### config.mk
export PLATFORM = sky130hd
export DESIGN_NAME = keyed_light_slot_table_unit_flat
export DESIGN_NICKNAME = d
export VERILOG_FILES = /design/src/rtl/klst_pkg.sv /design/src/rtl/klst_req_if.sv /design/src/rtl/klst_rsp_if.sv /design/src/rtl/keyed_light_slot_table_unit.sv /design/src/rtl/klst_slot_mem.sv /design/src/rtl/klst_engine.sv /design/src/flat_wrapper.sv
export VERILOG_INCLUDE_DIRS = /design/src /design/src/rtl
export SDC_FILE = /design/constraint.sdc
export NUM_CORES = 2
export LEC_CHECK = 0
export BUFFER_PORTS_ARGS = -buffer_cell sky130_fd_sc_hd__clkbuf_2
export CAP_MARGIN = 25
export CORE_MARGIN = 2
export CORE_UTILIZATION = 55
export CTS_CLUSTER_SIZE = 30
export DETAILED_ROUTE_END_ITERATION = 7
export GPL_TIMING_DRIVEN = 0
export HOLD_SLACK_MARGIN = 0.15
export PLACE_DENSITY = 0.71
export SLEW_MARGIN = 0
export SYNTH_ARGS = -nofsm -noshare
export SYNTH_HDL_FRONTEND = slang
export SYNTH_SLANG_ARGS = --single-unit
### constraint.sdc
create_clock -name clk -period 26.2 [get_ports clk]
set_input_delay 5.24 -clock clk [delete_from_list [all_inputs] [get_ports clk]]
set_output_delay 5.24 -clock clk [all_outputs]
set_load 0.1 [all_outputs]
### src/rtl/keyed_light_slot_table_unit_macros.svh
// Assertion macros used by the keyed light slot table engine.
`ifndef KEYED_LIGHT_SLOT_TABLE_UNIT_MACROS_SVH
`define KEYED_LIGHT_SLOT_TABLE_UNIT_MACROS_SVH

// The consequent must hold in the same cycle as the antecedent.
`define KLST_ASSERT_NOW(lbl, ante, cons, msg) \
	lbl: assert property (@(posedge clk) disable iff (!arst_n) (ante) |-> (cons)) \
		else $error(msg);

// The consequent must hold in the cycle after the antecedent.
`define KLST_ASSERT_NEXT(lbl, ante, cons, msg) \
	lbl: assert property (@(posedge clk) disable iff (!arst_n) (ante) |=> (cons)) \
		else $error(msg);

`endif

### src/rtl/klst_pkg.sv
// Types, codes and helper functions of the keyed light slot table.
`default_nettype none

package klst_pkg;

	typedef struct packed {
		logic [15:0] key;
		logic [23:0] radius;
		logic [23:0] decay;
		logic [31:0] expiry;
	} entry_t;

	typedef struct packed {
		logic        mode;
		logic [15:0] light_key;
		logic [23:0] new_radius;
		logic [23:0] new_decay;
		logic [31:0] new_expiry;
		logic [31:0] now_time;
		logic [15:0] elapsed_time;
	} req_t;

	typedef struct packed {
		logic [4:0] slot_index;
		logic [1:0] pick_kind;
		logic [5:0] live_count;
	} rsp_t;

	typedef struct packed {
		logic rd_en;
		logic wr_en;
	} mem_ctl_t;

	typedef enum logic [2:0] {
		ST_IDLE,
		ST_SCAN,
		ST_DRAIN,
		ST_COMMIT,
		ST_FINISH
	} state_t;

	localparam logic MODE_ALLOC = 1'b0;
	localparam logic MODE_DECAY = 1'b1;

	localparam logic [1:0] KIND_KEY    = 2'd0;
	localparam logic [1:0] KIND_FREE   = 2'd1;
	localparam logic [1:0] KIND_FORCED = 2'd2;
	localparam logic [1:0] KIND_DECAY  = 2'd3;

	localparam int LIVE_MAX   = 63;
	localparam int LOSS_SHIFT = 10;

	// A slot is dead when its radius is zero or its nonzero expiry has passed.
	function automatic logic slot_dead(input entry_t e, input logic [31:0] now);
		return (e.radius == 24'd0) || ((e.expiry != 32'd0) && (e.expiry < now));
	endfunction

endpackage

`default_nettype wire

### src/rtl/klst_req_if.sv
// Request channel of the keyed light slot table.
`default_nettype none

interface klst_req_if;
	logic        valid;
	logic        ready;
	logic        mode;
	logic [15:0] light_key;
	logic [23:0] new_radius;
	logic [23:0] new_decay;
	logic [31:0] new_expiry;
	logic [31:0] now_time;
	logic [15:0] elapsed_time;

	modport source (
		output valid, mode, light_key, new_radius, new_decay, new_expiry, now_time,
			elapsed_time,
		input ready
	);

	modport sink (
		input valid, mode, light_key, new_radius, new_decay, new_expiry, now_time,
			elapsed_time,
		output ready
	);
endinterface

`default_nettype wire

### src/rtl/klst_rsp_if.sv
// Result channel of the keyed light slot table.
`default_nettype none

interface klst_rsp_if;
	logic       valid;
	logic       ready;
	logic [4:0] slot_index;
	logic [1:0] pick_kind;
	logic [5:0] live_count;

	modport source (
		output valid, slot_index, pick_kind, live_count,
		input ready
	);

	modport sink (
		input valid, slot_index, pick_kind, live_count,
		output ready
	);
endinterface

`default_nettype wire

### src/rtl/keyed_light_slot_table_unit.sv
// Top level of the keyed light slot table unit.
`default_nettype none

// A table of SLOT_COUNT light slots held in one synchronous memory. Every request
// is handled alone: the unit reads all slots in order, one per cycle, through a
// two-stage read and update pipeline (decay requests write each live slot back as
// it passes), then commits the chosen slot for an allocation and forms the single
// result. A decay request takes longer than an allocation, as the drain waits for
// its last write-back to leave the second stage; the scan is paced by the one read
// port of the slot memory. The result waits in an output register, so a stalled
// result side costs nothing until the next result is due. The table is empty right
// after reset through per-slot valid bits, with no clearing pass.
module keyed_light_slot_table_unit #(
	parameter int SLOT_COUNT = 32
) (
	input  logic              clk,
	input  logic              arst_n,
	klst_req_if.sink          req,
	klst_rsp_if.source        rsp
);

	localparam int IdxW = $clog2(SLOT_COUNT);

	klst_pkg::req_t     req_in;
	klst_pkg::rsp_t     res, out_q;
	klst_pkg::mem_ctl_t mem_ctl;
	klst_pkg::entry_t   wdata, rdata;
	logic [IdxW-1:0]    raddr, waddr;
	logic               req_ready, req_accept, res_ready, res_done, out_valid_q;

	assign req_in.mode         = req.mode;
	assign req_in.light_key    = req.light_key;
	assign req_in.new_radius   = req.new_radius;
	assign req_in.new_decay    = req.new_decay;
	assign req_in.new_expiry   = req.new_expiry;
	assign req_in.now_time     = req.now_time;
	assign req_in.elapsed_time = req.elapsed_time;

	assign req.ready  = req_ready;
	assign req_accept = req.valid && req_ready;
	assign res_ready  = !out_valid_q || rsp.ready;

	klst_engine #(
		.SLOT_COUNT(SLOT_COUNT)
	) u_engine (
		.clk       (clk),
		.arst_n    (arst_n),
		.req_accept(req_accept),
		.req_in    (req_in),
		.req_ready (req_ready),
		.res_ready (res_ready),
		.res_done  (res_done),
		.res       (res),
		.mem_ctl   (mem_ctl),
		.raddr     (raddr),
		.waddr     (waddr),
		.wdata     (wdata),
		.rdata     (rdata)
	);

	klst_slot_mem #(
		.SLOT_COUNT(SLOT_COUNT)
	) u_slot_mem (
		.clk   (clk),
		.arst_n(arst_n),
		.ctl   (mem_ctl),
		.raddr (raddr),
		.waddr (waddr),
		.wdata (wdata),
		.rdata (rdata)
	);

	always_ff @(posedge clk or negedge arst_n) begin
		if (!arst_n) begin
			out_valid_q <= 1'b0;
		end else if (res_done) begin
			out_valid_q <= 1'b1;
		end else if (rsp.ready) begin
			out_valid_q <= 1'b0;
		end
	end

	always_ff @(posedge clk) begin
		if (res_done) begin
			out_q <= res;
		end
	end

	assign rsp.valid      = out_valid_q;
	assign rsp.slot_index = out_q.slot_index;
	assign rsp.pick_kind  = out_q.pick_kind;
	assign rsp.live_count = out_q.live_count;

endmodule

`default_nettype wire

### src/rtl/klst_slot_mem.sv
// Slot memory with one read and one write port and per-slot valid bits.
`default_nettype none

module klst_slot_mem #(
	parameter int SLOT_COUNT = 32,
	localparam int IdxW = $clog2(SLOT_COUNT)
) (
	input  logic              clk,
	input  logic              arst_n,
	input  klst_pkg::mem_ctl_t ctl,
	input  logic [IdxW-1:0]   raddr,
	input  logic [IdxW-1:0]   waddr,
	input  klst_pkg::entry_t  wdata,
	output klst_pkg::entry_t  rdata
);

	klst_pkg::entry_t        mem [SLOT_COUNT];
	klst_pkg::entry_t        rdata_q;
	logic [SLOT_COUNT-1:0]   valid_q;
	logic                    rvld_q;

	always_ff @(posedge clk) begin
		if (ctl.wr_en) begin
			mem[waddr] <= wdata;
		end
		if (ctl.rd_en) begin
			rdata_q <= mem[raddr];
		end
	end

	// Slots never written since reset read as all zero.
	always_ff @(posedge clk or negedge arst_n) begin
		if (!arst_n) begin
			valid_q <= '0;
			rvld_q  <= 1'b0;
		end else begin
			if (ctl.wr_en) begin
				valid_q[waddr] <= 1'b1;
			end
			if (ctl.rd_en) begin
				rvld_q <= valid_q[raddr];
			end
		end
	end

	assign rdata = rvld_q ? rdata_q : '0;

endmodule

`default_nettype wire

### src/rtl/klst_engine.sv
// Sequencer and datapath that scan, update and write back the slot table.
`default_nettype none
`include "keyed_light_slot_table_unit_macros.svh"

module klst_engine #(
	parameter int SLOT_COUNT = 32,
	localparam int IdxW = $clog2(SLOT_COUNT),
	localparam int CntW = $clog2(SLOT_COUNT + 1)
) (
	input  logic               clk,
	input  logic               arst_n,
	input  logic               req_accept,
	input  klst_pkg::req_t     req_in,
	output logic               req_ready,
	input  logic               res_ready,
	output logic               res_done,
	output klst_pkg::rsp_t     res,
	output klst_pkg::mem_ctl_t mem_ctl,
	output logic [IdxW-1:0]    raddr,
	output logic [IdxW-1:0]    waddr,
	output klst_pkg::entry_t   wdata,
	input  klst_pkg::entry_t   rdata
);

	localparam logic [IdxW-1:0] LastIdx = IdxW'(SLOT_COUNT - 1);

	klst_pkg::state_t state_q, state_d;
	klst_pkg::req_t   req_q;
	klst_pkg::rsp_t   res_q;

	logic [IdxW-1:0] idx_q;
	logic            vld_s1;
	logic [IdxW-1:0] idx_s1;
	logic            vld_s2;
	logic [IdxW-1:0] idx_s2;
	klst_pkg::entry_t ent_s2;
	logic            live_s2;
	logic [29:0]     loss_s2;

	logic            khit_q, klive_q, fhit_q;
	logic [IdxW-1:0] kidx_q, fidx_q;
	logic [CntW-1:0] cnt_q;

	logic            key_hit, dead_s1, inc_s1, inc_s2;
	logic [39:0]     prod;
	logic [23:0]     newrad;
	logic            commit_wr;

	logic [IdxW-1:0] pick_idx;
	logic [1:0]      pick_kind;
	logic            was_live, new_live;
	logic [CntW-1:0] cnt_after, cnt_res;
	logic [31:0]     cnt_ext;
	klst_pkg::entry_t new_ent;

	always_comb begin
		state_d = state_q;
		case (state_q)
			klst_pkg::ST_IDLE: begin
				if (req_accept) begin
					state_d = klst_pkg::ST_SCAN;
				end
			end
			klst_pkg::ST_SCAN: begin
				if (idx_q == LastIdx) begin
					state_d = klst_pkg::ST_DRAIN;
				end
			end
			klst_pkg::ST_DRAIN: begin
				if (!vld_s1 && !vld_s2) begin
					state_d = klst_pkg::ST_COMMIT;
				end
			end
			klst_pkg::ST_COMMIT: begin
				state_d = klst_pkg::ST_FINISH;
			end
			klst_pkg::ST_FINISH: begin
				if (res_ready) begin
					state_d = klst_pkg::ST_IDLE;
				end
			end
			default: begin
				state_d = klst_pkg::ST_IDLE;
			end
		endcase
	end

	always_comb begin
		req_ready     = (state_q == klst_pkg::ST_IDLE);
		mem_ctl.rd_en = (state_q == klst_pkg::ST_SCAN);
		commit_wr     = (state_q == klst_pkg::ST_COMMIT) && (req_q.mode == klst_pkg::MODE_ALLOC);
		mem_ctl.wr_en = commit_wr || (vld_s2 && live_s2);
		res_done      = (state_q == klst_pkg::ST_FINISH) && res_ready;
	end

	// First stage: classify the slot just read.
	assign key_hit = (req_q.light_key != 16'd0) && (rdata.key == req_q.light_key);
	assign dead_s1 = klst_pkg::slot_dead(rdata, req_q.now_time);
	assign inc_s1  = vld_s1 && (req_q.mode == klst_pkg::MODE_ALLOC) && !dead_s1;
	assign prod    = 40'(req_q.elapsed_time) * 40'(rdata.decay);

	// Second stage: saturating radius update of a live slot.
	assign newrad = (loss_s2 >= {6'd0, ent_s2.radius}) ? 24'd0 :
		ent_s2.radius - loss_s2[23:0];
	assign inc_s2 = vld_s2 && live_s2 && (newrad != 24'd0);

	always_comb begin
		if (khit_q) begin
			pick_idx  = kidx_q;
			pick_kind = klst_pkg::KIND_KEY;
			was_live  = klive_q;
		end else if (fhit_q) begin
			pick_idx  = fidx_q;
			pick_kind = klst_pkg::KIND_FREE;
			was_live  = 1'b0;
		end else begin
			pick_idx  = '0;
			pick_kind = klst_pkg::KIND_FORCED;
			was_live  = 1'b1;
		end
		new_ent.key    = req_q.light_key;
		new_ent.radius = req_q.new_radius;
		new_ent.decay  = req_q.new_decay;
		new_ent.expiry = req_q.new_expiry;
		new_live  = !klst_pkg::slot_dead(new_ent, req_q.now_time);
		cnt_after = cnt_q - CntW'(was_live) + CntW'(new_live);
		cnt_res   = (req_q.mode == klst_pkg::MODE_ALLOC) ? cnt_after : cnt_q;
		cnt_ext   = 32'(cnt_res);
	end

	always_comb begin
		raddr = idx_q;
		if (commit_wr) begin
			waddr = pick_idx;
			wdata = new_ent;
		end else begin
			waddr        = idx_s2;
			wdata        = ent_s2;
			wdata.radius = newrad;
		end
	end

	always_ff @(posedge clk or negedge arst_n) begin
		if (!arst_n) begin
			state_q <= klst_pkg::ST_IDLE;
			idx_q   <= '0;
			vld_s1  <= 1'b0;
			vld_s2  <= 1'b0;
			khit_q  <= 1'b0;
			klive_q <= 1'b0;
			fhit_q  <= 1'b0;
			kidx_q  <= '0;
			fidx_q  <= '0;
			cnt_q   <= '0;
		end else begin
			state_q <= state_d;
			vld_s1  <= mem_ctl.rd_en;
			vld_s2  <= vld_s1 && (req_q.mode == klst_pkg::MODE_DECAY);
			if (req_accept) begin
				idx_q  <= '0;
				khit_q <= 1'b0;
				fhit_q <= 1'b0;
				cnt_q  <= '0;
			end else begin
				if (mem_ctl.rd_en) begin
					idx_q <= idx_q + IdxW'(1);
				end
				if (vld_s1 && (req_q.mode == klst_pkg::MODE_ALLOC)) begin
					if (key_hit && !khit_q) begin
						khit_q  <= 1'b1;
						kidx_q  <= idx_s1;
						klive_q <= !dead_s1;
					end
					if (dead_s1 && !fhit_q) begin
						fhit_q <= 1'b1;
						fidx_q <= idx_s1;
					end
				end
				cnt_q <= cnt_q + CntW'(inc_s1) + CntW'(inc_s2);
			end
		end
	end

	always_ff @(posedge clk) begin
		if (req_accept) begin
			req_q <= req_in;
		end
		idx_s1  <= idx_q;
		idx_s2  <= idx_s1;
		ent_s2  <= rdata;
		live_s2 <= !dead_s1;
		loss_s2 <= prod[39:klst_pkg::LOSS_SHIFT];
		if (state_q == klst_pkg::ST_COMMIT) begin
			res_q.slot_index <= (req_q.mode == klst_pkg::MODE_ALLOC) ? 5'(pick_idx) : 5'd0;
			res_q.pick_kind  <= (req_q.mode == klst_pkg::MODE_ALLOC) ? pick_kind :
				klst_pkg::KIND_DECAY;
			res_q.live_count <= (cnt_ext > 32'(klst_pkg::LIVE_MAX)) ?
				6'(klst_pkg::LIVE_MAX) : cnt_ext[5:0];
		end
	end

	assign res = res_q;

	`KLST_ASSERT_NOW(a_no_port_clash, mem_ctl.rd_en && mem_ctl.wr_en, raddr != waddr, "read and write hit the same slot")
	`KLST_ASSERT_NOW(a_drained, state_q == klst_pkg::ST_COMMIT, !vld_s1 && !vld_s2, "commit before the scan pipeline drained")
	`KLST_ASSERT_NOW(a_write_source, mem_ctl.wr_en && !commit_wr, vld_s2 && (req_q.mode == klst_pkg::MODE_DECAY), "slot written outside a decay update or commit")
	`KLST_ASSERT_NOW(a_kind_mode, state_q == klst_pkg::ST_FINISH, (res_q.pick_kind == klst_pkg::KIND_DECAY) == (req_q.mode == klst_pkg::MODE_DECAY), "result kind does not match the request mode")
	`KLST_ASSERT_NEXT(a_count_bound, state_q == klst_pkg::ST_COMMIT, 32'(cnt_q) <= 32'(SLOT_COUNT), "live count exceeds the table size")

endmodule

`default_nettype wire

### src/flat_wrapper.sv
// flat-port wrapper written by rule: the top's interface ports become plain ports
module keyed_light_slot_table_unit_flat 
#(
	parameter int SLOT_COUNT = 32
)
  (clk, arst_n, req_valid, req_mode, req_light_key, req_new_radius, req_new_decay, req_new_expiry, req_now_time, req_elapsed_time, req_ready, rsp_valid, rsp_slot_index, rsp_pick_kind, rsp_live_count, rsp_ready);
  klst_req_if req_i ();
  klst_rsp_if rsp_i ();
  input  logic clk;
  input  logic arst_n;
  input wire logic [$bits(req_i.valid)-1:0] req_valid;
  input wire logic [$bits(req_i.mode)-1:0] req_mode;
  input wire logic [$bits(req_i.light_key)-1:0] req_light_key;
  input wire logic [$bits(req_i.new_radius)-1:0] req_new_radius;
  input wire logic [$bits(req_i.new_decay)-1:0] req_new_decay;
  input wire logic [$bits(req_i.new_expiry)-1:0] req_new_expiry;
  input wire logic [$bits(req_i.now_time)-1:0] req_now_time;
  input wire logic [$bits(req_i.elapsed_time)-1:0] req_elapsed_time;
  output wire logic [$bits(req_i.ready)-1:0] req_ready;
  output wire logic [$bits(rsp_i.valid)-1:0] rsp_valid;
  output wire logic [$bits(rsp_i.slot_index)-1:0] rsp_slot_index;
  output wire logic [$bits(rsp_i.pick_kind)-1:0] rsp_pick_kind;
  output wire logic [$bits(rsp_i.live_count)-1:0] rsp_live_count;
  input wire logic [$bits(rsp_i.ready)-1:0] rsp_ready;
  assign req_i.valid = req_valid;
  assign req_i.mode = req_mode;
  assign req_i.light_key = req_light_key;
  assign req_i.new_radius = req_new_radius;
  assign req_i.new_decay = req_new_decay;
  assign req_i.new_expiry = req_new_expiry;
  assign req_i.now_time = req_now_time;
  assign req_i.elapsed_time = req_elapsed_time;
  assign req_ready = req_i.ready;
  assign rsp_valid = rsp_i.valid;
  assign rsp_slot_index = rsp_i.slot_index;
  assign rsp_pick_kind = rsp_i.pick_kind;
  assign rsp_live_count = rsp_i.live_count;
  assign rsp_i.ready = rsp_ready;
  keyed_light_slot_table_unit #(.SLOT_COUNT(SLOT_COUNT)) u_core (.clk(clk), .arst_n(arst_n), .req(req_i), .rsp(rsp_i));
endmodule
==> impl_results.md <==
- Status: finished, final reports clean
- Pre-Repair DR Iteration Count: 6
- Maximum clock frequency: 0.0955 GHz
- Wirelength per Cell: 34.8 µm
- Post-synth EDFFs: 3339
- Post-synth ARST share: 1.78%
- Warnings, synthesis: 0
- Final Cell Area: 172000 µm²
- H-tree Lvls: 5
- GPL Wtd Cong: 0.931
- Crit path largest cell delay: 0.99 ns
- Hold Path Depth: 0
- Slew @ Worst Pin: 1.20 ns
- CTS resizes: 0
- R2R Setup Slk: 15.73 ns
- Critical Path RT: 27.02 ns
- Clock Latency Late Sink: 0.94 ns
- Final setup viols: 0
- CTS Buf Count: 354
- Die area: 272000 µm²
- Initial core utilization: 55.1%
- Met3 wire length: 49700 µm
- Syn nets: 8046
- Pin count of the biggest net entering global routing: 54
- Worst Hold Path EP: u_core.rsp.live_count[5]$_DFFE_PP_
- Dpl ws: 15.97 ns
- Setup TNS: 0 ns
- Vias in the first global route: 79400
- Reg2Reg Launch Point: u_core.u_slot_mem.rvld_q$_DFFE_PN0P_
- Start point of the worst hold path: u_core.u_engine.res[5]$_SDFFCE_PN1N_
- Synthesized cell area: 147000 µm²
- Crit Reg-Reg Endpoint: u_core.u_engine.loss_s2[29]$_DFF_P_
- Clk sinks: 3539
- CTS tree: built
- # IOs: 164
- Worst setup EP type: flop
- Final worst slack: 15.73 ns
- Placeable Area: 267000 µm²
- Post-synthesis sequential area ratio: 71.0%
- Clock skew: 0.0648 ns
- Detail Route Antenna Nets: 0
- Worst Reg-to-Reg Cells: 27
- Die X: 522 µm
- Max Slew Vio Count: 0
- Post-synth cell types: 82
- Reg clk slew, reported paths: 0.06 ns
- GRT Total Usage: 31.0%
- DR top layer: met5
- Setup CP Type: reg2reg
- Clock period minus worst slack: 10.47 ns
- Vias: 78900
- Met1 Wirelength: 154000 µm
- Period utilization: 40.0%
- RSZ-0062 raised after global routing: false
- Slowest stage cell on the critical path: dfrtp_1
- Area after DPL: 159000 µm²
- Total grt overflow: 0
- CTS Hold Bufs: 0
- Relative slew slack: 20.0%
- Synth-to-Final Area Change: 16.6%
- Initial antenna violation count: 26
- Worst EP arrival: 11.29 ns
- Die Y: 522 µm
- Clk buf depth: 4
- DRT iter0 DRCs: 12000
- Ys flop type: edfxtp_1
- Nets: 8938
- Seq cells post-synth: 3539
- Worst Path Buf+Inv: 9
- WL met2: 200000 µm
- Gate Count Post-Synth: 7359
- CTS root buffer: clkbuf_16
- Final Hold Viols: 0
- HPWL Detailed: 280000 µm
- Routed WL: 421000 µm
- CP delay by family, top: adder cells
- Crit Path Max Fanout: 10
- First-pass GRT wire length: 588000 µm
- Post-Syn Area per Cell: 20.0 µm²
- Post-CTS setup buffers: 0
- IO buf count: 163
- Most frequent CP cell: fa_1
- CP startpoint kind: flop
- Hold WC Path Type: reg2reg
- Cell Rows: 190
- Max cap viols: 0
- Remaining DRCs: 0
- Layout cell share with drive strength beyond 1: 26.7%
- Via density: 6.52
## cells in the mapped netlist, drive strengths merged, types with 2 or more instances
master	n	share of area, %
edfxtp	3339	68
mux4	970	15
nand2	497	1.3
inv	454	1.2
fa	308	4.2
clkbuf	289	0.75
ha	230	2.0
and3	183	0.78
dfxtp	137	1.9
mux2	109	0.83
and2	102	0.43
nor2	101	0.26
buf	67	0.20
a21oi	66	0.23
dfrtp	63	1.1
a21o	53	0.27
xnor2	51	0.31
o21ai	48	0.16
or2	35	0.15
nor4	34	0.15
nand4	29	0.12
nand3	26	0.088
xor2	22	0.13
nor3	17	0.061
o31ai	14	0.071
nand2b	10	0.042
a211oi	9	0.049
nor2b	9	0.038
o211ai	9	0.049
o21a	9	0.046
a31oi	8	0.042
o21bai	8	0.043
a22oi	5	0.025
or4	5	0.028
nor3b	4	0.024
a2111oi	3	0.018
a221oi	3	0.026
and4	3	0.020
mux2i	3	0.020
nand4b	3	0.018
o41ai	3	0.023
a21boi	2	0.010
a41oi	2	0.012
o2111ai	2	0.012
## metrics by stage
step / hold slack, ns / utilization [%] / instances
after floorplan: 0.342 / - / 7359
after global placement: 0.372 / 57.1 / 11100
after detailed placement: 0.377 / 59.5 / 11400
after CTS: 0.406 / 63.8 / 12000
after global routing: 0.412 / 64.3 / 12100
final: 0.418 / 64.3 / 12100
## state kept, by name, indices dropped and copies added (netlist names), 2 cells and up
signal,cells
u_core.rsp.live_count,6
u_core.rsp.pick_kind,2
u_core.rsp.slot_index,5
u_core.u_engine.cnt_q,6
u_core.u_engine.ent_s2,96
u_core.u_engine.fidx_q,5
u_core.u_engine.idx_s1,5
u_core.u_engine.idx_s2,5
u_core.u_engine.kidx_q,5
u_core.u_engine.loss_s2,30
u_core.u_engine.new_ent,96
u_core.u_engine.raddr,5
u_core.u_engine.req_q,49
u_core.u_engine.res,13
u_core.u_engine.state_q,3
u_core.u_slot_mem.mem,3072
u_core.u_slot_mem.rdata_q,96
u_core.u_slot_mem.valid_q,32
## cell type report
type | count | area [µm²]
antenna | 12 | 30.0
buffer | 356 | 1430
clock buffer | 446 | 9460
clock inverter | 206 | 2130
fill | 17400 | 95500
inverter | 454 | 1700
multi-input combinational | 3010 | 40100
sequential | 3539 | 105000
tap | 3552 | 4440
timing repair buffer | 536 | 7840
## metal layers
layer / up-vias / track usage [%]
met5: - / 0
met4: 8 / 11.6
met2: 5543 / 48.6
met3: 890 / 7.03
li1: 30900 / -
met1: 41600 / 43.0
## worst register-to-register path: cells and delay by family (launching register included)
family	cells	cell delay (ns)
buffers and inverters	9	2.94
adders and majority gates	7	3.60
xor gates and xnor gates	1	0.13
and+or+nand+nor	4	0.75
DFF	1	0.99
AOI/OAI and AO/OA	6	1.97
## worst max-delay path by stage
stage                                                 from                              endpoint  slack (ns)  depth (start not counted)
finish                u_core.u_slot_mem.rvld_q$_DFFE_PN0P_   u_core.u_engine.loss_s2[29]$_DFF_P_       15.73                         27
global route          u_core.u_slot_mem.rvld_q$_DFFE_PN0P_   u_core.u_engine.loss_s2[26]$_DFF_P_       15.54                         28
CTS                   u_core.u_slot_mem.rvld_q$_DFFE_PN0P_   u_core.u_engine.loss_s2[29]$_DFF_P_       15.89                         27
detailed placement    u_core.u_slot_mem.rvld_q$_DFFE_PN0P_   u_core.u_engine.loss_s2[29]$_DFF_P_       15.97                         27
global placement    u_core.u_engine.state_q[2]$_DFFE_PN0P_  u_core.u_engine.raddr[3]$_DFFE_PN0P_        7.46                          4
floorplan                                        req_valid  u_core.u_engine.new_ent[0]$_DFFE_PP_       16.02                          3
## cell families (layout without fill, tap and decap cells)
group	Yosys count	after routing	synth area share, %
adders and majority gates	538	538	6.14
xor gates and xnor gates	73	73	0.439
and+or+nand+nor	1063	1063	3.51
buffers and inverters	810	1998	2.10
other	0	12	0
DFF	3539	3539	71.0
muxes	1082	1082	15.7
AOI/OAI and AO/OA	254	254	1.16
## cells in the final DEF (no fill, tap or decap), types with 26 or more instances in the layout
| cell | instances |
|---|---|
| edfxtp_1 | 3339 |
| mux4_2 | 970 |
| nand2_1 | 497 |
| inv_1 | 454 |
| clkbuf_16 | 359 |
| clkbuf_1 | 337 |
| fa_1 | 308 |
| ha_1 | 230 |
| clkbuf_2 | 183 |
| and3_1 | 182 |
| buf_12 | 158 |
| dfxtp_1 | 137 |
| buf_8 | 110 |
| mux2_2 | 109 |
| and2_1 | 98 |
| nor2_1 | 69 |
| clkinv_1 | 66 |
| a21oi_1 | 65 |
| buf_16 | 65 |
| clkinv_2 | 64 |
| dfrtp_1 | 63 |
| buf_1 | 59 |
| a21o_1 | 52 |
| xnor2_1 | 50 |
| o21ai_0 | 36 |
| or2_2 | 35 |
| buf_6 | 35 |
| nor4_1 | 32 |
| nor2_4 | 32 |
| bufinv_16 | 32 |
| nand4_1 | 29 |
| nand3_1 | 26 |
Power is left out: the tool's default activity adds up to more than one toggle a clock period on the data nets, which glitch-free logic cannot reach.
